$ cat config.mk
export PLATFORM = sky130hd
export DESIGN_NAME = bmtw_serial_mul
export DESIGN_NICKNAME = d
export VERILOG_FILES = /design/src/hdl/bmtw_pkg.sv /design/src/hdl/bmtw_serial_mul.sv
export SDC_FILE = /design/constraint.sdc
export NUM_CORES = 1
export LEC_CHECK = 0
export BUFFER_PORTS_ARGS = -buffer_cell sky130_fd_sc_hd__buf_4
export CORE_MARGIN = 8
export CORE_UTILIZATION = 35
export DETAILED_ROUTE_END_ITERATION = 16
export PLACE_DENSITY = 0.62
export SYNTH_ARGS = -nofsm -noshare
export SYNTH_HDL_FRONTEND = slang
export SYNTH_SLANG_ARGS = --single-unit
$ cat constraint.sdc
create_clock -name clk -period 6.95 [get_ports clk]
set_input_delay 0.3475 -clock clk [delete_from_list [all_inputs] [get_ports clk]]
set_output_delay 0.3475 -clock clk [all_outputs]
set_load 0.1 [all_outputs]
$ cat src/hdl/bmtw_pkg.sv
// ----------------------------------------------------------------------------
// bmtw_pkg: shared definitions for the bitmap text pixel writer
// Field widths, character codes, opcodes, register indexes and the cursor
// saturation helper.
// ----------------------------------------------------------------------------
package bmtw_pkg;

    // Glyph store geometry
    localparam int GLYPH_CODES   = 128;
    localparam int GLYPH_ROWS    = 8;
    localparam int GLYPH_ENTRIES = GLYPH_CODES * GLYPH_ROWS;
    localparam int CODE_AW       = $clog2(GLYPH_CODES);
    localparam int ROW_AW        = $clog2(GLYPH_ROWS);
    localparam int GLYPH_AW      = $clog2(GLYPH_ENTRIES);

    // Field widths
    localparam int OP_W     = 2;
    localparam int CODE_W   = 8;
    localparam int BITS_W   = 8;
    localparam int POS_W    = 16;
    localparam int COLOR_W  = 32;
    localparam int SIDE_W   = 13;
    localparam int PITCH_W  = 14;
    localparam int OFFSET_W = 25;
    localparam int CFG_AW   = 2;

    // Stream packing
    localparam int IN_DATA_W  = 88;
    localparam int OUT_DATA_W = 64;

    // Cursor steps
    localparam int STEP_W = 6;
    localparam logic [STEP_W-1:0] CHAR_ADVANCE = STEP_W'(8);
    localparam logic [STEP_W-1:0] TAB_ADVANCE  = STEP_W'(8 * 4);

    // Character codes
    localparam logic [CODE_W-1:0] CODE_TAB        = 8'h09;
    localparam logic [CODE_W-1:0] CODE_NEWLINE    = 8'h0A;
    localparam logic [CODE_W-1:0] CODE_RETURN     = 8'h0D;
    localparam logic [CODE_W-1:0] LAST_DRAWN_CODE = 8'd127;

    // Configuration register indexes
    localparam logic [CFG_AW-1:0] CFG_SCREEN_WIDTH  = 2'd0;
    localparam logic [CFG_AW-1:0] CFG_SCREEN_HEIGHT = 2'd1;
    localparam logic [CFG_AW-1:0] CFG_PITCH_WORDS   = 2'd2;

    typedef enum logic [OP_W-1:0] {
        OP_LOAD  = 2'd0,
        OP_START = 2'd1,
        OP_DRAW  = 2'd2
    } op_t;

    // Add a positive step to a signed cursor, clamp at the top limit
    function automatic logic signed [POS_W-1:0] sat_add(
        input logic signed [POS_W-1:0] x,
        input logic [STEP_W-1:0]       inc
    );
        logic [POS_W:0] s;
        s = {x[POS_W-1], x} + {{(POS_W + 1 - STEP_W){1'b0}}, inc};
        if (!s[POS_W] && s[POS_W-1])
            sat_add = {1'b0, {(POS_W - 1){1'b1}}};
        else
            sat_add = s[POS_W-1:0];
    endfunction

endpackage

$ cat src/hdl/bmtw_serial_mul.sv
// ----------------------------------------------------------------------------
// bmtw_serial_mul: bit-serial shift-add multiplier
// Signed cursor line times pitch, modulo the offset width, one pitch bit
// per cycle.
// ----------------------------------------------------------------------------
module bmtw_serial_mul (
    input  logic                                  clk,
    input  logic                                  rst_n,
    input  logic                                  start,
    input  logic signed [bmtw_pkg::POS_W-1:0]     mcand,
    input  logic        [bmtw_pkg::PITCH_W-1:0]   mplier,
    output logic                                  done,
    output logic        [bmtw_pkg::OFFSET_W-1:0]  product
);

    localparam int CNT_W = $clog2(bmtw_pkg::PITCH_W);
    localparam logic [CNT_W-1:0] CNT_LAST = CNT_W'(bmtw_pkg::PITCH_W - 1);

    logic                            busy_reg,   busy_next;
    logic                            done_reg,   done_next;
    logic [CNT_W-1:0]                cnt_reg,    cnt_next;
    logic [bmtw_pkg::OFFSET_W-1:0]   acc_reg,    acc_next;
    logic [bmtw_pkg::OFFSET_W-1:0]   shift_reg,  shift_next;
    logic [bmtw_pkg::PITCH_W-1:0]    mplier_reg, mplier_next;

    always_comb
    begin
        busy_next   = busy_reg;
        done_next   = 1'b0;
        cnt_next    = cnt_reg;
        acc_next    = acc_reg;
        shift_next  = shift_reg;
        mplier_next = mplier_reg;
        if (start)
        begin
            busy_next   = 1'b1;
            cnt_next    = '0;
            acc_next    = '0;
            shift_next  = {{(bmtw_pkg::OFFSET_W - bmtw_pkg::POS_W){mcand[bmtw_pkg::POS_W-1]}},
                           mcand};
            mplier_next = mplier;
        end
        else if (busy_reg)
        begin
            // add the shifted multiplicand where the pitch bit is set
            if (mplier_reg[0])
                acc_next = acc_reg + shift_reg;
            shift_next  = {shift_reg[bmtw_pkg::OFFSET_W-2:0], 1'b0};
            mplier_next = {1'b0, mplier_reg[bmtw_pkg::PITCH_W-1:1]};
            cnt_next    = cnt_reg + 1'b1;
            if (cnt_reg == CNT_LAST)
            begin
                busy_next = 1'b0;
                done_next = 1'b1;
            end
        end
    end

    always_ff @(posedge clk or negedge rst_n)
    begin
        if (!rst_n)
        begin
            busy_reg <= 1'b0;
            done_reg <= 1'b0;
            cnt_reg  <= '0;
        end
        else
        begin
            busy_reg <= busy_next;
            done_reg <= done_next;
            cnt_reg  <= cnt_next;
        end
    end

    always_ff @(posedge clk)
    begin
        acc_reg    <= acc_next;
        shift_reg  <= shift_next;
        mplier_reg <= mplier_next;
    end

    assign done    = done_reg;
    assign product = acc_reg;

endmodule

==> results of run 1 <==
[worst max-delay path, stage by stage (launching register included)]
cell and delay (ns):
edfxtp_1 0.39, ha_1 0.23, fa_1 0.40, a21o_1 0.22
a221oi_2 0.35, o2111a_1 0.36, nor4_4 0.07, o31ai_1 0.32
mux2_4 0.34
[synthesized netlist by cell type, types with 2 or more instances]
library cell and number:
dfxtp_1 25, xor2_1 5, nand4_1 6, nor2_1 17, o31ai_1 5, o21a_1 2
a31oi_1 4, a21oi_1 29, or3_1 5, buf_6 5, and2_1 3, o31a_1 3
o211ai_1 2, a211oi_1 4, inv_1 14, o2111ai_1 2, o21bai_1 2, a21o_1 22
ha_1 26, nor3_1 6, xnor2_1 12, edfxtp_1 39, clkbuf_1 9, nand2_1 38
o21ai_0 20, mux2_2 27, and3_1 3, dfrtp_1 6, clkbuf_8 2, or4_1 2
nand3_1 16
[worst paths after layout]
kind	startpoint	to	slack (ns)	cells after the start
max	shift_reg[0]	product[24]	4.16	8
min	mplier[13]	mplier_reg[13]	0.30	2
max reg2reg	shift_reg[0]	product[24]	4.16	8
min reg2reg	product[10]	product[10]	0.48	2
max in group asynchronous	rst_n	busy_reg	6.47	2
min in group asynchronous	rst_n	cnt_reg[0]	0.37	2
[kinds of logic after synthesis]
logic type / Yosys count
buf+inv: 32
mux: 29
xor+xnor: 17
flops: 70
fa+ha+maj: 27
simple gates: 107
compound gates: 108
[power by group through the flow]
| stage | Combinational, W | Sequential [W] | Clock [W] |
|---|---|---|---|
| 3_5_place_dp | 0.000708 | 0.000551 | 0 |
| 4_1_cts | 0.000710 | 0.000542 | 0.000428 |
| 5_1_grt | 0.000762 | 0.000549 | 0.000445 |
| 6_report | 0.000709 | 0.000541 | 0.000416 |
| 2_1_floorplan | 0.000341 | 0.000774 | 0 |
| 3_3_place_gp | 0.000704 | 0.000549 | 0 |
[routing by layer]
layer | global-route usage (%) | vias to the layer above | part of all wire (%)
met5 | 0 | - | 0
met4 | 4.364 | 0 | 1.1
met3 | 4.261 | 7 | 5.4
met2 | 21.01 | 53 | 47
met1 | 15.49 | 1528 | 47
li1 | - | 1564 | -
[area by class of cell]
type | instances | area, µm²
timing repair buffer | 59 | 445.4
tap | 143 | 178.9
clock buffer | 10 | 229.0
multi-input combinational | 288 | 2072
sequential | 70 | 1822
inverter | 15 | 56.30
clock inverter | 6 | 40.04
fill | 1141 | 6526
[per-stage QoR]
stage	instances	hold slack [ns]	power [W]	utilization (%)
4_1_cts	591	0.2894	0.001680	42.60
3_3_place_gp	574	0.1558	0.001252	40.15
5_1_grt	591	0.2908	0.001756	42.60
6_report	591	0.2997	0.001666	42.60
2_1_floorplan	390	0.05191	0.001116	-
3_5_place_dp	574	0.1613	0.001258	40.15
==> results_dict.tcl, run 1 <==
set metrics [dict create \
    power_density_nw_per_um2 344.0 \
    fp.dieW_um 123.9 \
    numPortBuffers 58 \
    synth_compound_area_share_pct 17.49 \
    synthArstFlopShare_pct 8.571 \
    antenna_found_initial 0 \
    post_cts_buffers 0 \
    hold_viol_final 0 \
    cts_max_path_buffers 2 \
    route.detailed.drc 0 \
    ir_drop_mv 0.1425 \
    grt_max_degree 69 \
    p_leak_nw 2.142 \
    cp_data_arrival_time_ns 3.01 \
    yosysTopAreaCell "edfxtp_1" \
    period_share_pct 40.19 \
    min_path_type "in2reg" \
    switching_share_pct 42.27 \
    die_area_um2 15340 \
    crit_path_end_kind "register" \
    synth_top_area_share_pct 28.76 \
    worstSkewPairLatency_ns 0.33 \
    path_class "reg2reg" \
    dp_hpwl_mm 6.736 \
    rows 39 \
    cts_max_level 3 \
    synth.top_cells.by_area "edfxtp_1, dfxtp_1, ha_1" \
    first_global_vias 3237 \
    nets 503 \
    coreArea_um2 11370 \
    fin_setup_tns_ns 0 \
    fmax_mhz 358.0 \
    dp_slack_ns 4.168 \
    switchingPower_w 0.0007042 \
    synth_top_family_by_area "compound AO/OA/AOI/OAI gates" \
    status "finished clean" \
    min_period_ns 2.793 \
    synthFlopType "edfxtp_1" \
    postRouteAntennaNets 0 \
    synth_xor_xnor_area_share_pct 3.657 \
    cap_violations 0 \
    place.gp.congestion 0.8486 \
    syn_avg_cell_area_um2 10.44 \
    cts_tree "done" \
    final_area_um2 4843 \
    drtPass1Iterations 5 \
    start_util_pct 35.81 \
    clkPwrFrac_pct 25.0 \
    p_int_w 0.0009618 \
    cp.required_ns 7.16 \
    vias 3152 \
    cts_hold_buf 1 \
    synth-simple-area-share_pct 13.18 \
    max_slew_margin_pct 35.03 \
    syn_to_final_growth_pct 18.96 \
    io_pins 59 \
    synth-edff-count 39 \
    grt_pass1_wl_mm 15.61 \
    vias_per_cell 5.333 \
    ys_ff_latch 70 \
    grt_overflow 0 \
    rsz0062_at_grt "no" \
    fin_skew_ns 0.008085 \
    syn-instance-count 390 \
    slew_viol_final 0 \
    cts_root_buf "clkbuf_16" \
    wire_per_inst_um 16.04 \
    yosysUniqueCellTypes 60 \
    seqPwrFrac_pct 32.5 \
    synth_area_um2 4071 \
    cts.sinks 70 \
    power.share.combinational_pct 42.6 \
    yosysWarnings 0 \
    fp.dieH_um 123.9 \
    routed_wl_mm 9.477 \
    synthAdderAreaFrac_pct 8.482 \
    setup_viol 0 \
    layout_common_cells "buf_4, edfxtp_1, nand2_1" \
    drtIter0Drc 112 \
    place_area_um2 4564 \
    crit_fanout 4 \
    worst_pin_slew_ns 0.9745 \
    cts.clk_slew.worst_paths_ns 0.06 \
    fin_ws_ns 4.157 \
    cts_resized 0 \
    cp-start-kind "register" \
    muxShareOfSynthArea_pct 8.082 \
    grtUsageTotal_pct 12.82 \
    layout-drive-gt1-share_pct 24.11 \
    synth_nets 450 \
    n_antenna_cell 0 \
    synth-seq-area-share_pct 44.74 \
    final_common_cell "buf_4" \
    cts_buffers 9 \
]
Power figures use the tool's default switching activity.
==> run 2, diff against run 1 <==
clock period = 2.6 ns   (was 6.95 ns; I/O delays follow)
==> run 2 against run 1 <==
Effect of this change: clock skew increased by 0.00059 ns; setup slack got worse by 4.1 ns; total power increased to 2.8 times the previous value; worst hold slack got worse by 0.22 ns; critical path depth increased by 1; final area increased by 4.5%; routed wire length increased by 4.3%; via count increased by 0.95%; register-to-register slack got worse by 4.1 ns; largest power group unchanged; utilization increased by 1.9 points; highest routed layer unchanged.
==> results_dict.tcl, run 2 (same netlist as run 1, synthesis figures left out) <==
set metrics [dict create \
    numPortBuffers 58 \
    cts_root_buf "clkbuf_16" \
    fp.dieH_um 123.9 \
    ff2ff_setup_slack_ns 0.09 \
    vias_per_cell 5.242 \
    vias 3182 \
    fin_skew_ns 0.008672 \
    grt_max_degree 50 \
    r2r_end "product[24]" \
    dp_slack_ns -0.06202 \
    min_period_ns 2.513 \
    period_share_pct 96.66 \
    rsz0062_at_grt "yes" \
    final_common_cell "buf_4" \
    grtUsageTotal_pct 13.31 \
    layout-drive-gt1-share_pct 32.76 \
    power_density_nw_per_um2 935.2 \
    route.detailed.drc 0 \
    cts.clk_slew.worst_paths_ns 0.06 \
    path_class "reg2reg" \
    n_antenna_cell 0 \
    syn_to_final_growth_pct 24.37 \
    wire_per_inst_um 16.29 \
    fmax_mhz 397.9 \
    cp-start-kind "register" \
    cts_max_level 3 \
    cts_tree "done" \
    min_path_type "in2reg" \
    worstSkewPairLatency_ns 0.34 \
    coreArea_um2 11370 \
    hold_depth 2 \
    min_to "mplier_reg[13]" \
    grt_overflow 0 \
    max_slew_margin_pct 61.72 \
    crit_fanout 3 \
    dp_hpwl_mm 7.251 \
    fin_ws_ns 0.08683 \
    p_leak_nw 2.233 \
    io_pins 59 \
    cts_buffers 9 \
    crit_path_end_kind "register" \
    postRouteAntennaNets 0 \
    layout_common_cells "buf_4, edfxtp_1, nand2_1" \
    nets 519 \
    cp.required_ns 2.82 \
    die_area_um2 15340 \
    first_global_vias 3300 \
    drtIter0Drc 123 \
    cts_max_path_buffers 2 \
    hold_start "mplier[13]" \
    grt_pass1_wl_mm 16.14 \
    finalPower_w 0.004735 \
    routed_wl_mm 9.886 \
    drtPass1Iterations 4 \
    r2r_cells 9 \
    setup_viol 0 \
    hold_viol_final 0 \
    reg2reg_from "shift_reg[0]" \
    slew_viol_final 0 \
    fp.dieW_um 123.9 \
    start_util_pct 35.81 \
    ir_drop_mv 0.3671 \
    rows 39 \
    worst_pin_slew_ns 0.5721 \
    place.gp.congestion 0.8778 \
    cp_data_arrival_time_ns 2.74 \
    status "finished clean" \
    cap_violations 0 \
    antenna_found_initial 0 \
    cts.sinks 70 \
]
-- run 2: cell count changes in the layout (fill, tap and decap cells not counted), sizes merged --
cell	before	now
clkbuf	10	9
buf	58	74
inv	14	16
bufinv	0	1
clkinv	6	4
-- run 2: power breakdown --
group	leakage [nW]	switching, W	total [W]	internal (W)
Sequential	0.710	0.000115	0.00146	0.00135
Combinational	1.38	0.00133	0.00201	0.000675
Clock	0.147	0.000511	0.00126	0.000754
Total	2.23	0.00196	0.00474	0.00278
-- run 2: per-layer routing --
| metal | vias to the layer above | GRT usage, % | wire length (µm) |
|---|---|---|---|
| li1 | 1599 | - | - |
| met3 | 10 | 3.944 | 562 |
| met4 | 0 | 4.590 | 75 |
| met1 | 1498 | 16.81 | 4544 |
| met5 | - | 0 | 0 |
| met2 | 75 | 21.24 | 4703 |
-- run 2: critical path: stages (launching register included) --
cell      delay (ns)
edfxtp_1        0.39
ha_2            0.20
fa_2            0.35
a21o_1          0.21
a221oi_4        0.31
o2111a_2        0.29
nor4_4          0.06
o21ai_1         0.18
o31ai_2         0.11
mux2_4          0.31
-- run 2: worst max path at each step --
stage | to | cells after the start | start
after floorplan | product[24] | 7 | product[12]
after global placement | product[22] | 9 | shift_reg[0]
after detailed placement | product[24] | 8 | shift_reg[0]
after CTS | product[22] | 8 | shift_reg[0]
after global routing | product[24] | 9 | shift_reg[0]
final | product[24] | 9 | shift_reg[0]
-- run 2: area by class of cell --
cell class | count | area, µm²
fill | 1124 | 6306
multi-input combinational | 288 | 2110
sequential | 70 | 1847
timing repair buffer | 75 | 565.5
clock buffer | 9 | 225.2
tap | 143 | 178.9
clock inverter | 7 | 81.33
inverter | 15 | 56.30
-- run 2: metrics by stage --
step / hold WS (ns) / util, % / instances / setup TNS (ns) / area (µm²)
2_1_floorplan: -0.1656 / - / 390 / 0 / 4098
3_3_place_gp: -0.05888 / 41.23 / 587 / 0 / 4688
3_5_place_dp: -0.05771 / 41.23 / 587 / -0.1034 / 4688
4_1_cts: 0.06960 / 44.16 / 604 / 0 / 5021
5_1_grt: 0.07094 / 44.54 / 607 / -0.01503 / 5064
6_report: 0.07960 / 44.54 / 607 / 0 / 5064
-- run 2: repair_timing --
item / in CTS / in global routing
pin swaps: 0 / 4
hold buffers: 1 / 0
buffers inserted: 0 / 3
resized for setup: 2 / 7
setup endpoints to repair: 3 / 7
hold endpoints to repair: 6 / 0
